### config.mk
export PLATFORM = sky130hd
export DESIGN_NAME = base64_codec
export DESIGN_NICKNAME = d
export VERILOG_FILES = /design/src/rtl/core/b64c_pkg.sv /design/src/rtl/core/b64c_front.sv /design/src/rtl/core/b64c_fifo.sv /design/src/rtl/core/b64c_back.sv /design/src/rtl/core/base64_codec.sv
export SDC_FILE = /design/constraint.sdc
export NUM_CORES = 1
export LEC_CHECK = 0
export ABC_CLOCK_PERIOD_IN_PS = 3400
export BUFFER_PORTS_ARGS = -buffer_cell sky130_fd_sc_hd__buf_2
export CORE_MARGIN = 4
export CORE_UTILIZATION = 52
export DETAILED_ROUTE_END_ITERATION = 6
export PLACE_DENSITY = 0.82
export SLEW_MARGIN = 40
export SYNTH_ARGS = -nofsm -noshare
export SYNTH_HDL_FRONTEND = slang
export SYNTH_HIERARCHICAL = 1
export SYNTH_SLANG_ARGS = --single-unit
### constraint.sdc
create_clock -name clk_i -period 3.4 [get_ports clk_i]
set_clock_uncertainty 0.05 [all_clocks]
set_input_delay 0 -clock clk_i [delete_from_list [all_inputs] [get_ports clk_i]]
set_output_delay 0 -clock clk_i [all_outputs]
set_load 0.005 [all_outputs]
### src/rtl/core/b64c_pkg.sv
`timescale 1ns / 1ps
// ----------------------------------------------------------------------------
// b64c_pkg
// shared types, constants and alphabet functions of the base64 codec
// ----------------------------------------------------------------------------
package b64c_pkg;

  localparam int unsigned QueueDepth = 2;
  localparam int unsigned QueuePtrW  = $clog2(QueueDepth);
  localparam int unsigned QueueCntW  = $clog2(QueueDepth + 1);
  localparam int unsigned JobBytes   = 3;

  localparam logic [7:0] PadChar = 8'h3d;

  // register index taken from paddr[2]
  localparam logic RegIdxDecodeMode = 1'b0;

  typedef enum logic {
    MODE_ENCODE = 1'b0,
    MODE_DECODE = 1'b1
  } mode_e;

  // one queued job: up to three result beats
  typedef struct packed {
    logic [1:0]               last_idx;
    logic [JobBytes-1:0][7:0] data;
  } job_t;

  function automatic logic [7:0] enc_char(input logic [5:0] v);
    logic [7:0] r;
    if (v < 6'd26) begin
      r = 8'h41 + {2'b00, v};
    end else if (v < 6'd52) begin
      r = 8'h61 + {2'b00, v} - 8'd26;
    end else if (v < 6'd62) begin
      r = 8'h30 + {2'b00, v} - 8'd52;
    end else if (v == 6'd62) begin
      r = 8'h2b;
    end else begin
      r = 8'h2f;
    end
    return r;
  endfunction

  // returns {valid, index}
  function automatic logic [6:0] dec_char(input logic [7:0] c);
    logic [6:0] r;
    if (c >= 8'h41 && c <= 8'h5a) begin
      r = {1'b1, 6'(c - 8'h41)};
    end else if (c >= 8'h61 && c <= 8'h7a) begin
      r = {1'b1, 6'(c - 8'h61 + 8'd26)};
    end else if (c >= 8'h30 && c <= 8'h39) begin
      r = {1'b1, 6'(c - 8'h30 + 8'd52)};
    end else if (c == 8'h2b) begin
      r = {1'b1, 6'd62};
    end else if (c == 8'h2f) begin
      r = {1'b1, 6'd63};
    end else begin
      r = 7'd0;
    end
    return r;
  endfunction

endpackage

### src/rtl/core/b64c_front.sv
`timescale 1ns / 1ps
// ----------------------------------------------------------------------------
// b64c_front
// accepts input beats, updates the bit state and builds result jobs
// ----------------------------------------------------------------------------
module b64c_front import b64c_pkg::*; (
  input  logic       clk_i,
  input  logic       rst_ni,
  input  mode_e      mode_i,
  input  logic       in_valid_i,
  output logic       in_ready_o,
  input  logic [7:0] in_byte_i,
  input  logic       end_of_input_i,
  input  logic       q_full_i,
  output logic       q_push_o,
  output job_t       q_job_o
);

  // pending bit count in units of two bits
  logic [1:0] cnt_q, cnt_d;
  logic [5:0] bits_q, bits_d;
  logic       has_res;
  logic       accept;
  logic [6:0] dec;
  job_t       job;

  assign in_ready_o = !q_full_i;
  assign accept     = in_valid_i && in_ready_o;
  assign dec        = dec_char(in_byte_i);

  always_comb begin
    job     = '0;
    has_res = 1'b0;
    cnt_d   = cnt_q;
    bits_d  = bits_q;
    if (end_of_input_i) begin
      cnt_d  = 2'd0;
      bits_d = 6'd0;
      if (mode_i == MODE_ENCODE && cnt_q != 2'd0) begin
        has_res = 1'b1;
        unique case (cnt_q)
          2'd1: begin
            job.data[0]  = enc_char({bits_q[1:0], 4'b0000});
            job.data[1]  = PadChar;
            job.data[2]  = PadChar;
            job.last_idx = 2'd2;
          end
          2'd2: begin
            job.data[0]  = enc_char({bits_q[3:0], 2'b00});
            job.data[1]  = PadChar;
            job.last_idx = 2'd1;
          end
          default: begin
            job.data[0]  = enc_char(bits_q);
            job.last_idx = 2'd0;
          end
        endcase
      end
    end else if (mode_i == MODE_ENCODE) begin
      has_res = 1'b1;
      unique case (cnt_q)
        2'd0: begin
          job.data[0]  = enc_char(in_byte_i[7:2]);
          job.last_idx = 2'd0;
          cnt_d        = 2'd1;
          bits_d       = {4'b0000, in_byte_i[1:0]};
        end
        2'd1: begin
          job.data[0]  = enc_char({bits_q[1:0], in_byte_i[7:4]});
          job.last_idx = 2'd0;
          cnt_d        = 2'd2;
          bits_d       = {2'b00, in_byte_i[3:0]};
        end
        2'd2: begin
          job.data[0]  = enc_char({bits_q[3:0], in_byte_i[7:6]});
          job.data[1]  = enc_char(in_byte_i[5:0]);
          job.last_idx = 2'd1;
          cnt_d        = 2'd0;
          bits_d       = 6'd0;
        end
        default: begin
          job.data[0]  = enc_char(bits_q);
          job.data[1]  = enc_char(in_byte_i[7:2]);
          job.last_idx = 2'd1;
          cnt_d        = 2'd1;
          bits_d       = {4'b0000, in_byte_i[1:0]};
        end
      endcase
    end else if (dec[6]) begin
      unique case (cnt_q)
        2'd0: begin
          cnt_d  = 2'd3;
          bits_d = dec[5:0];
        end
        2'd1: begin
          has_res     = 1'b1;
          job.data[0] = {bits_q[1:0], dec[5:0]};
          cnt_d       = 2'd0;
          bits_d      = 6'd0;
        end
        2'd2: begin
          has_res     = 1'b1;
          job.data[0] = {bits_q[3:0], dec[5:2]};
          cnt_d       = 2'd1;
          bits_d      = {4'b0000, dec[1:0]};
        end
        default: begin
          has_res     = 1'b1;
          job.data[0] = {bits_q, dec[5:4]};
          cnt_d       = 2'd2;
          bits_d      = {2'b00, dec[3:0]};
        end
      endcase
    end
  end

  assign q_push_o = accept && has_res;
  assign q_job_o  = job;

  always_ff @(posedge clk_i or negedge rst_ni) begin
    if (!rst_ni) begin
      cnt_q  <= 2'd0;
      bits_q <= 6'd0;
    end else if (accept) begin
      cnt_q  <= cnt_d;
      bits_q <= bits_d;
    end
  end

endmodule

### src/rtl/core/b64c_fifo.sv
`timescale 1ns / 1ps
// ----------------------------------------------------------------------------
// b64c_fifo
// short job queue between the front and back parts
// ----------------------------------------------------------------------------
module b64c_fifo import b64c_pkg::*; (
  input  logic clk_i,
  input  logic rst_ni,
  input  logic push_i,
  input  job_t push_job_i,
  output logic full_o,
  input  logic pop_i,
  output logic valid_o,
  output job_t pop_job_o
);

  job_t                 mem_q [QueueDepth];
  logic [QueuePtrW-1:0] wr_ptr_q, rd_ptr_q;
  logic [QueueCntW-1:0] cnt_q;

  assign full_o    = cnt_q == QueueCntW'(QueueDepth);
  assign valid_o   = cnt_q != '0;
  assign pop_job_o = mem_q[rd_ptr_q];

  always_ff @(posedge clk_i) begin
    if (push_i) begin
      mem_q[wr_ptr_q] <= push_job_i;
    end
  end

  always_ff @(posedge clk_i or negedge rst_ni) begin
    if (!rst_ni) begin
      wr_ptr_q <= '0;
      rd_ptr_q <= '0;
      cnt_q    <= '0;
    end else begin
      if (push_i) begin
        wr_ptr_q <= (wr_ptr_q == QueuePtrW'(QueueDepth - 1)) ? '0 : wr_ptr_q + 1'b1;
      end
      if (pop_i) begin
        rd_ptr_q <= (rd_ptr_q == QueuePtrW'(QueueDepth - 1)) ? '0 : rd_ptr_q + 1'b1;
      end
      if (push_i && !pop_i) begin
        cnt_q <= cnt_q + 1'b1;
      end else if (pop_i && !push_i) begin
        cnt_q <= cnt_q - 1'b1;
      end
    end
  end

endmodule

### src/rtl/core/b64c_back.sv
`timescale 1ns / 1ps
// ----------------------------------------------------------------------------
// b64c_back
// unrolls queued jobs into output beats through an output register
// ----------------------------------------------------------------------------
module b64c_back import b64c_pkg::*; (
  input  logic       clk_i,
  input  logic       rst_ni,
  input  logic       q_valid_i,
  input  job_t       q_job_i,
  output logic       q_pop_o,
  output logic       out_valid_o,
  input  logic       out_ready_i,
  output logic [7:0] out_byte_o,
  output logic       last_of_run_o
);

  job_t       cur_q;
  logic       cur_valid_q;
  logic [1:0] idx_q;
  logic       out_valid_q;
  logic [7:0] out_byte_q;
  logic       out_last_q;
  logic       adv;
  logic       is_last;
  logic [7:0] sel_byte;

  assign adv     = cur_valid_q && (!out_valid_q || out_ready_i);
  assign is_last = idx_q == cur_q.last_idx;
  assign q_pop_o = q_valid_i && (!cur_valid_q || (adv && is_last));

  always_comb begin
    unique case (idx_q)
      2'd0:    sel_byte = cur_q.data[0];
      2'd1:    sel_byte = cur_q.data[1];
      default: sel_byte = cur_q.data[2];
    endcase
  end

  always_ff @(posedge clk_i) begin
    if (q_pop_o) begin
      cur_q <= q_job_i;
    end
    if (adv) begin
      out_byte_q <= sel_byte;
      out_last_q <= is_last;
    end
  end

  always_ff @(posedge clk_i or negedge rst_ni) begin
    if (!rst_ni) begin
      cur_valid_q <= 1'b0;
      idx_q       <= 2'd0;
      out_valid_q <= 1'b0;
    end else begin
      if (q_pop_o) begin
        cur_valid_q <= 1'b1;
        idx_q       <= 2'd0;
      end else if (adv) begin
        if (is_last) begin
          cur_valid_q <= 1'b0;
        end
        idx_q <= idx_q + 2'd1;
      end
      if (adv) begin
        out_valid_q <= 1'b1;
      end else if (out_ready_i) begin
        out_valid_q <= 1'b0;
      end
    end
  end

  assign out_valid_o   = out_valid_q;
  assign out_byte_o    = out_byte_q;
  assign last_of_run_o = out_last_q;

endmodule

### src/rtl/core/base64_codec.sv
`timescale 1ns / 1ps
// ----------------------------------------------------------------------------
// base64_codec
// streaming base64 encoder / decoder with an apb mode register
// path: a result beat passes through the job queue, the current-job register and the output register
// input: one beat per cycle while the two-entry job queue has room
// output: one beat per cycle while out_ready_i is high, so encoding sustains four beats per three bytes
// reset: bit state cleared, mode set to encode, queue and output emptied
// ----------------------------------------------------------------------------
module base64_codec import b64c_pkg::*; (
  input  logic        clk_i,
  input  logic        rst_ni,
  input  logic        psel,
  input  logic        penable,
  input  logic        pwrite,
  input  logic [2:0]  paddr,
  input  logic [31:0] pwdata,
  output logic [31:0] prdata,
  output logic        pready,
  input  logic        in_valid_i,
  output logic        in_ready_o,
  input  logic [7:0]  in_byte_i,
  input  logic        end_of_input_i,
  output logic        out_valid_o,
  input  logic        out_ready_i,
  output logic [7:0]  out_byte_o,
  output logic        last_of_run_o
);

  mode_e mode_q;
  logic  q_full, q_push, q_valid, q_pop;
  job_t  push_job, pop_job;

  assign pready = 1'b1;
  assign prdata = (paddr[2] == RegIdxDecodeMode) ? {31'd0, mode_q} : 32'd0;

  always_ff @(posedge clk_i or negedge rst_ni) begin
    if (!rst_ni) begin
      mode_q <= MODE_ENCODE;
    end else if (psel && penable && pwrite && paddr[2] == RegIdxDecodeMode) begin
      mode_q <= mode_e'(pwdata[0]);
    end
  end

  b64c_front u_front (
    .clk_i          (clk_i),
    .rst_ni         (rst_ni),
    .mode_i         (mode_q),
    .in_valid_i     (in_valid_i),
    .in_ready_o     (in_ready_o),
    .in_byte_i      (in_byte_i),
    .end_of_input_i (end_of_input_i),
    .q_full_i       (q_full),
    .q_push_o       (q_push),
    .q_job_o        (push_job)
  );

  b64c_fifo u_fifo (
    .clk_i      (clk_i),
    .rst_ni     (rst_ni),
    .push_i     (q_push),
    .push_job_i (push_job),
    .full_o     (q_full),
    .pop_i      (q_pop),
    .valid_o    (q_valid),
    .pop_job_o  (pop_job)
  );

  b64c_back u_back (
    .clk_i         (clk_i),
    .rst_ni        (rst_ni),
    .q_valid_i     (q_valid),
    .q_job_i       (pop_job),
    .q_pop_o       (q_pop),
    .out_valid_o   (out_valid_o),
    .out_ready_i   (out_ready_i),
    .out_byte_o    (out_byte_o),
    .last_of_run_o (last_of_run_o)
  );

endmodule
==> results of run 1 <==
## layout by cell type (no fill, tap or decap), types with 15 or more instances in the layout
cell / netlist / routed
sky130_fd_sc_hd__a31oi_1: 21 / 21
sky130_fd_sc_hd__a22oi_1: 15 / 15
sky130_fd_sc_hd__o21ai_0: 48 / 48
sky130_fd_sc_hd__nor2_1: 39 / 39
sky130_fd_sc_hd__nand2_1: 62 / 62
sky130_fd_sc_hd__buf_2: 9 / 29
sky130_fd_sc_hd__inv_1: 30 / 30
sky130_fd_sc_hd__dfrtp_1: 17 / 17
sky130_fd_sc_hd__nor3_1: 25 / 25
sky130_fd_sc_hd__nand3_1: 42 / 42
sky130_fd_sc_hd__buf_4: 40 / 33
sky130_fd_sc_hd__edfxtp_1: 87 / 87
sky130_fd_sc_hd__conb_1: 3 / 35
sky130_fd_sc_hd__ha_1: 37 / 37
sky130_fd_sc_hd__mux2_4: 19 / 19
sky130_fd_sc_hd__a21oi_1: 48 / 48
## registers in the layout, summed over array words and instances (netlist names), 2 cells and up
register,count
u_back/cur_q,26
u_back/idx_q,2
u_back/out_byte_o,8
u_fifo/cnt_q,2
u_fifo/mem_q,52
u_front/bits_q,6
u_front/cnt_q,2
## critical path: cells and delay by family, from the launching register on
family | cells | cell delay, ns
compound gates | 5 | 1.29
fa+ha+maj | 1 | 0.30
buf+inv | 1 | 0.12
flops | 1 | 0.64
simple gates | 1 | 0.39
## power breakdown
part	total (uW)	switching, uW	internal, uW	leakage, uW
logic	2420	1470	952	0.00210
registers	2120	193	1930	0.00102
clock network	1000	434	569	0.000137
total	5550	2090	3450	0.00326
## area by class of cell
type                            count  area share, %
Inverter                           32           1.42
Sequential cell                   104           36.0
Clock buffer                        9           2.67
Timing Repair Buffer               68           5.60
Clock inverter                      7          0.829
Tap cell                          184           2.73
Multi-Input combinational cell    630           50.8
## per-layer routing
| metal | GRT usage (%) | up-vias | wire [um] |
|---|---|---|---|
| li1 | - | 3100 | - |
| met1 | 30.3 | 3172 | 8190 |
| met2 | 35.0 | 457 | 9270 |
| met3 | 3.36 | 64 | 1720 |
| met4 | 7.82 | 0 | 613 |
| met5 | 0 | - | 0 |
## logic make-up after synthesis
family	share of synthesized area [%]
DFF	38.3
buffers and inverters	9.08
xor gates and xnor gates	1.66
and+or+nand+nor	16.6
AOI/OAI and AO/OA	21.6
adders and majority gates	5.84
muxes	6.79
other	0.142
## through the flow
step / instances / hold slack (ns) / utilization [%]
final: 1034 / 0.0320 / 57.3
after global placement: 1014 / -0.105 / 55.0
after CTS: 1034 / 0.0226 / 57.3
after detailed placement: 1014 / -0.0968 / 55.0
after floorplan: 870 / -0.346 / -
after global routing: 1034 / 0.0467 / 57.3
## worst max path at each step
stage | from | endpoint | slack (ns) | depth (start not counted)
floorplan | in_byte_i[3] | u_fifo/mem_q[0][0] | 0.04 | 13
global placement | in_byte_i[2] | u_fifo/mem_q[0][2] | 0.38 | 10
detailed placement | in_byte_i[2] | u_fifo/mem_q[0][9] | 0.37 | 11
CTS | u_front/bits_q[1] | u_fifo/mem_q[0][2] | 0.50 | 8
global route | u_front/bits_q[1] | u_fifo/mem_q[0][2] | 0.26 | 8
finish | u_front/bits_q[1] | u_fifo/mem_q[0][2] | 0.35 | 8
==> implementation parameters, run 1 <==
Parameter                              Value

Outcome
  Outcome ... finished, final reports clean

Floorplanning
  Starting density of the core ... between 50% and 60%
  Cell Rows ... 44
  Area of the die ... roughly 0.017 mm2
  Io pins ... 95
  Vertical extent of the die ... 131 um
  Die extent in x ... roughly 130 um
  Core area ... around 0.015 mm2

Hold path
  Class of the worst hold path ... in -> reg
  Cells on Worst Hold Path ... 2
  Beginning of the worst hold path ... end_of_input_i
  Endpoint with the worst hold slack ... u_front/cnt_q[0]

Final layout
  Count of inserted antenna diode cells ... 0
  Final Cell Area ... around 0.0084 mm2
  Area of combinational cells with multiple inputs ... around 0.0043 mm2
  Number of fill cells in the layout ... ~1.3k
  Layout overhead on the synthesized area ... 6.63%
  Ratio of cells with drive above 1 in the final layout ... approximately 14%
  Register Area ... about 0.0030 mm2
  Number of nets at the end of the flow ... between 900 and 1k

Critical path
  Worst reg2reg path startpoint ... u_front/bits_q[1]
  Type of element launching the critical path ... flip-flop
  Maximum fanout encountered on the critical timing path ... 12
  Endpoint class of the critical path ... flip-flop
  Req. time, crit path ... 3.44 ns
  Worst-case register-to-register setup slack ... 0.35 ns
  Capture instance of the worst register-to-register path ... u_fifo/mem_q[0][2]
  Cell-by-cell listing of the critical path ... inv_1 > ha_1 > nand2b_1 > o41ai_1 > a311oi_1 > a21oi_1 > a221oi_1 > a211o_1
  Type of the worst setup path ... reg -> reg
  Largest stage delay, worst path ... 0.64 ns
  Data arrival time of the critical path ... roughly 3.1 ns
  Crit path max-delay cell type ... sky130_fd_sc_hd__dfrtp_1
  Number of cells traversed by the worst register-to-register path ... 8

Power
  Power per unit of standard cell area ... between 600 and 700 mW/mm2
  Post-route total power ... 5550 uW
  Leakage power of the design ... about 0.0033 uW
  Worst IR Drop VDD ... ~0.00034 V

Synth
  Most common cell in the netlist ... sky130_fd_sc_hd__edfxtp_1
  Average footprint of a synthesized cell ... between 9 and 10 um2
  Synth Instances ... approximately 840
  Number of enable flip-flop cells after synthesis ... 87
  Cell area after synthesis ... just under 0.008 mm2
  Register area share after synthesis ... 38.3%
  Top area cells in the synthesized netlist ... sky130_fd_sc_hd__edfxtp_1, sky130_fd_sc_hd__ha_1, sky130_fd_sc_hd__dfrtp_1
  Main synth FF type ... sky130_fd_sc_hd__edfxtp_1
  Number of distinct library cell variants in the gate-level netlist after synthesis ... 82
  Area fraction of the dominant cell type after synthesis ... between 30% and 40%
  Yosys warns ... 6
  Post-synthesis cell type with the largest combined area ... sky130_fd_sc_hd__edfxtp_1
  Flops & latches, synth ... ~100
  Commonest cells in the netlist ... sky130_fd_sc_hd__edfxtp_1, sky130_fd_sc_hd__nand2_1, sky130_fd_sc_hd__clkbuf_1, sky130_fd_sc_hd__a21oi_1, sky130_fd_sc_hd__o21ai_0
  Fraction of synthesis flops using an asynchronous set or reset pin ... about 16%

Placement
  Pre-CTS worst setup slack ... 0.368 ns
  Detailed placement HPWL ... 14300 um
  Number of buffers inserted by port buffering ... 29
  RD Place Congestion ... between 0.9 and 1
  Cell area after placement ... slightly above 0.008 mm2

GRT
  Number of global-route vias before repair ... roughly 6.2k
  Remaining global-route overflow ... 0
  First-pass GRT wire length ... between 30000 and 40000 um
  Initial antenna violation count ... 0
  Pin count of the biggest net entering global routing ... 29
  Gr usage total ... between 20% and 30%

Timing
  Setup repair after global routing missed its margin ... false
  Max Fclk ... between 300 and 400 MHz
  Total count of hold-check failures in the final report ... 0
  Post-route clock period utilization ... around nine tenths
  Final worst slack ... ~0.35 ns
  Minimum clock period ... between 3 and 4 ns
  Pins over their slew limit ... 0
  Final sum of negative setup slack ... 0 ns
  Transition time of the tightest slew-check pin ... ~0.76 ns
  Worst relative slew slack ... 48.7%
  Number of setup violations in the final report ... 0

Detailed routing
  Drt pass-1 iters ... 6
  Antenna viol nets, final ... 0
  Total wire length after detailed routing ... about 20000 um
  Via count ... just under 7k
  DR vias/cell ... about 6.6
  Number of design-rule violations left by the first detailed-router iteration ... 1052
  Drt wl/cell ... 19.1 um
  # DRC ... 0

Clocking
  Deepest clock path buffer count ... 2
  Insertion delay to the later sink of the worst-skew pair ... between 0.3 and 0.4 ns
  Setup fix buffers added after clock tree synthesis ... 0
  Root buffer cell ... sky130_fd_sc_hd__clkbuf_16
  Clock tree from TritonCTS ... done
  Number of CTS-inserted buffers ... 9
  Register clock-pin slew on the reported worst setup and hold paths ... 0.06 ns
  PostCTS Resize Cnt ... 0
  Number of H-tree branching levels ... 3
  Cts-stage hold buffer count ... 4
  Clock sink count ... approximately 100

Run
  Maxcap violations ... 0
No activity file was read; power rests on OpenSTA's default activity.
==> run 2: changes to the inputs <==
- ABC_CLOCK_PERIOD_IN_PS: 3400 -> 3780
- clock period: 3.4 -> 3.78 ns (I/O delays scaled with it)
==> implementation parameters, run 2 (synthesized netlist as in run 1, its figures left out) <==
Parameter                              Value

Timing
  Total count of hold-check failures in the final report ... 0
  Max Fclk ... between 300 and 400 MHz
  Setup repair after global routing missed its margin ... false
  Final sum of negative setup slack ... 0 ns
  Final worst slack ... 0.527 ns
  Post-route clock period utilization ... 86.1%
  Pins over their slew limit ... 0
  Minimum clock period ... approximately 3.3 ns
  Worst relative slew slack ... 47.9%
  Transition time of the tightest slew-check pin ... 0.781 ns
  Final hold slack ... 0.0304 ns
  Number of setup violations in the final report ... 0

Power
  Power per unit of standard cell area ... about 590 mW/mm2
  Post-route total power ... 4860 uW
  Cell internal power dissipation ... between 2000 and 3000 uW
  Switching power summed over all nets ... about 1900 uW
  Fraction of power spent switching nets ... around two fifths
  Fraction of power consumed by combinational cells ... a little over two fifths
  Clock share of power ... roughly 17%
  Worst IR Drop VDD ... ~0.00031 V
  Leakage power of the design ... ~0.0032 uW
  Reg power frac ... about 40%

Critical path
  Maximum fanout encountered on the critical timing path ... 10
  Req. time, crit path ... between 3 and 4 ns
  Number of buffers and inverters on the critical path ... 1
  Data arrival time of the critical path ... approximately 3.3 ns
  Largest stage delay, worst path ... ~0.6 ns
  Worst reg2reg path startpoint ... u_front/bits_q[0]
  Number of cells traversed by the worst register-to-register path ... 9
  Startpoint of the worst setup timing path ... u_front/bits_q[0]
  Crit path to ... u_fifo/mem_q[0][3]
  Crit path max-delay cell type ... sky130_fd_sc_hd__a21oi_1
  Critical path depth in cells ... 9
  Worst-case register-to-register setup slack ... 0.53 ns
  Type of element launching the critical path ... flip-flop
  Endpoint class of the critical path ... flip-flop
  Worst path top cell family by delay ... compound AO/OA/AOI/OAI gates
  Cell-by-cell listing of the critical path ... clkinv_1 > ha_1 > a21o_1 > a21oi_1 > nor2_1 > a221oi_1 > o21ai_0 > a211o_1 > o2111ai_1
  Capture instance of the worst register-to-register path ... u_fifo/mem_q[0][3]
  Type of the worst setup path ... reg -> reg

Final layout
  Count of inserted antenna diode cells ... 0
  Number of fill cells in the layout ... around 1.3k
  Register Area ... approximately 0.0030 mm2
  Number of nets at the end of the flow ... slightly above 900
  Largest register FFs ... 52
  Most frequent standard cell in the layout excluding fill and tap cells ... sky130_fd_sc_hd__edfxtp_1
  Ratio of cells with drive above 1 in the final layout ... approximately an eighth
  Layout overhead on the synthesized area ... 4.64%
  Area of combinational cells with multiple inputs ... 0.00430 mm2
  Final core utilization ... ~56%
  Largest register by flop count ... u_fifo/mem_q
  Leading cell types in the layout, fill and taps excluded ... sky130_fd_sc_hd__edfxtp_1, sky130_fd_sc_hd__nand2_1, sky130_fd_sc_hd__o21ai_0

Floorplanning
  Core area ... 0.0148 mm2
  Cell Rows ... 44
  Io pins ... 95
  Die extent in x ... ~130 um
  Vertical extent of the die ... about 130 um
  Area of the die ... between 0.015 and 0.02 mm2
  Starting density of the core ... between 50 and 60%

GRT
  Remaining global-route overflow ... 0
  First-pass GRT wire length ... 31400 um
  Gr usage total ... between 20% and 30%
  Pin count of the biggest net entering global routing ... 29
  Number of global-route vias before repair ... 6090
  GR peak layer ... met2
  Initial antenna violation count ... 0
  GRT met3 Usage ... a little under 3%
  GR Util met1 ... a little under a third
  Met2 global-route usage ... about 34%

Clocking
  Number of CTS-inserted buffers ... 9
  Root buffer cell ... sky130_fd_sc_hd__clkbuf_16
  Clock sink count ... ~100
  Deepest clock path buffer count ... 2
  Number of H-tree branching levels ... 3
  Insertion delay to the later sink of the worst-skew pair ... between 0.3 and 0.4 ns
  Clock tree from TritonCTS ... done
  Register clock-pin slew on the reported worst setup and hold paths ... about 0.07 ns
  PostCTS Resize Cnt ... 0

Detailed routing
  Total wire length after detailed routing ... slightly below 20000 um
  # DRC ... 0
  Drt wl/cell ... between 15 and 20 um
  Drt pass-1 iters ... 6
  DR vias/cell ... 6.51
  Number of design-rule violations left by the first detailed-router iteration ... roughly 940
  Via count ... roughly 6.6k
  Antenna viol nets, final ... 0

Placement
  RD Place Congestion ... 0.965
  Pre-CTS worst setup slack ... just under 0.6 ns
  Number of buffers inserted by port buffering ... 29
  Detailed placement HPWL ... around 14000 um

Run
  Maxcap violations ... 0

Outcome
  Outcome ... finished, final reports clean

Hold path
  Class of the worst hold path ... in -> reg
## run 2: worst min path at each step
| stage | slack, ns | cells after the start | endpoint | from |
|---|---|---|---|---|
| global placement | -0.11 | 1 | u_front/bits_q[4] | rst_ni |
| floorplan | -0.35 | 0 | mode_q | rst_ni |
| detailed placement | -0.1 | 1 | u_front/cnt_q[0] | rst_ni |
| CTS | 0.008 | 2 | u_front/bits_q[3] | end_of_input_i |
| finish | 0.03 | 2 | u_front/bits_q[3] | end_of_input_i |
| global route | 0.04 | 2 | u_front/bits_q[3] | end_of_input_i |
## run 2: worst reg2reg max path: stages (launching register included)
cell and delay, ns:
sky130_fd_sc_hd__dfrtp_1 0.46, sky130_fd_sc_hd__clkinv_1 0.36, sky130_fd_sc_hd__ha_1 0.35, sky130_fd_sc_hd__a21o_1 0.19
sky130_fd_sc_hd__a21oi_1 0.59, sky130_fd_sc_hd__nor2_1 0.12, sky130_fd_sc_hd__a221oi_1 0.28, sky130_fd_sc_hd__o21ai_0 0.19
sky130_fd_sc_hd__a211o_1 0.29, sky130_fd_sc_hd__o2111ai_1 0.16
## run 2: per-stage QoR
stage | cell area, um2 | std cells
global placement | 7980 | 1000
floorplan | 8050 | 870
CTS | 8290 | 1020
detailed placement | 7980 | 1000
global route | 8290 | 1020
finish | 8290 | 1020
## run 2: timing repair
item | CTS | global route
setup buffers | 0 | 0
hold endpoints to repair | 19 | 0
hold buffers | 4 | 0
## run 2: cell type report
cell class              count  area share [%]
repair buffers             54            4.14
flip-flops and latches    104            36.6
inverters                  32            1.45
well taps                 184            2.78
multi-input cells         630            51.8
clock inverters             6           0.423
clock buffers              10            2.76
## run 2: power groups by stage
stage,registers [uW],logic [uW],clock network [uW]
2_1_floorplan,1880,1630,0
3_5_place_dp,1960,2050,0
6_report,1940,2100,823
4_1_cts,1940,2060,836
3_3_place_gp,1940,2010,0
5_1_grt,1980,2290,893
## run 2: routing by layer
metal	wire, um	part of all wire, %	up-vias
li1	-	-	3067
met1	8110	42	3128
met2	8970	46	403
met3	1750	9.0	45
met4	603	3.1	0
met5	0	0	-
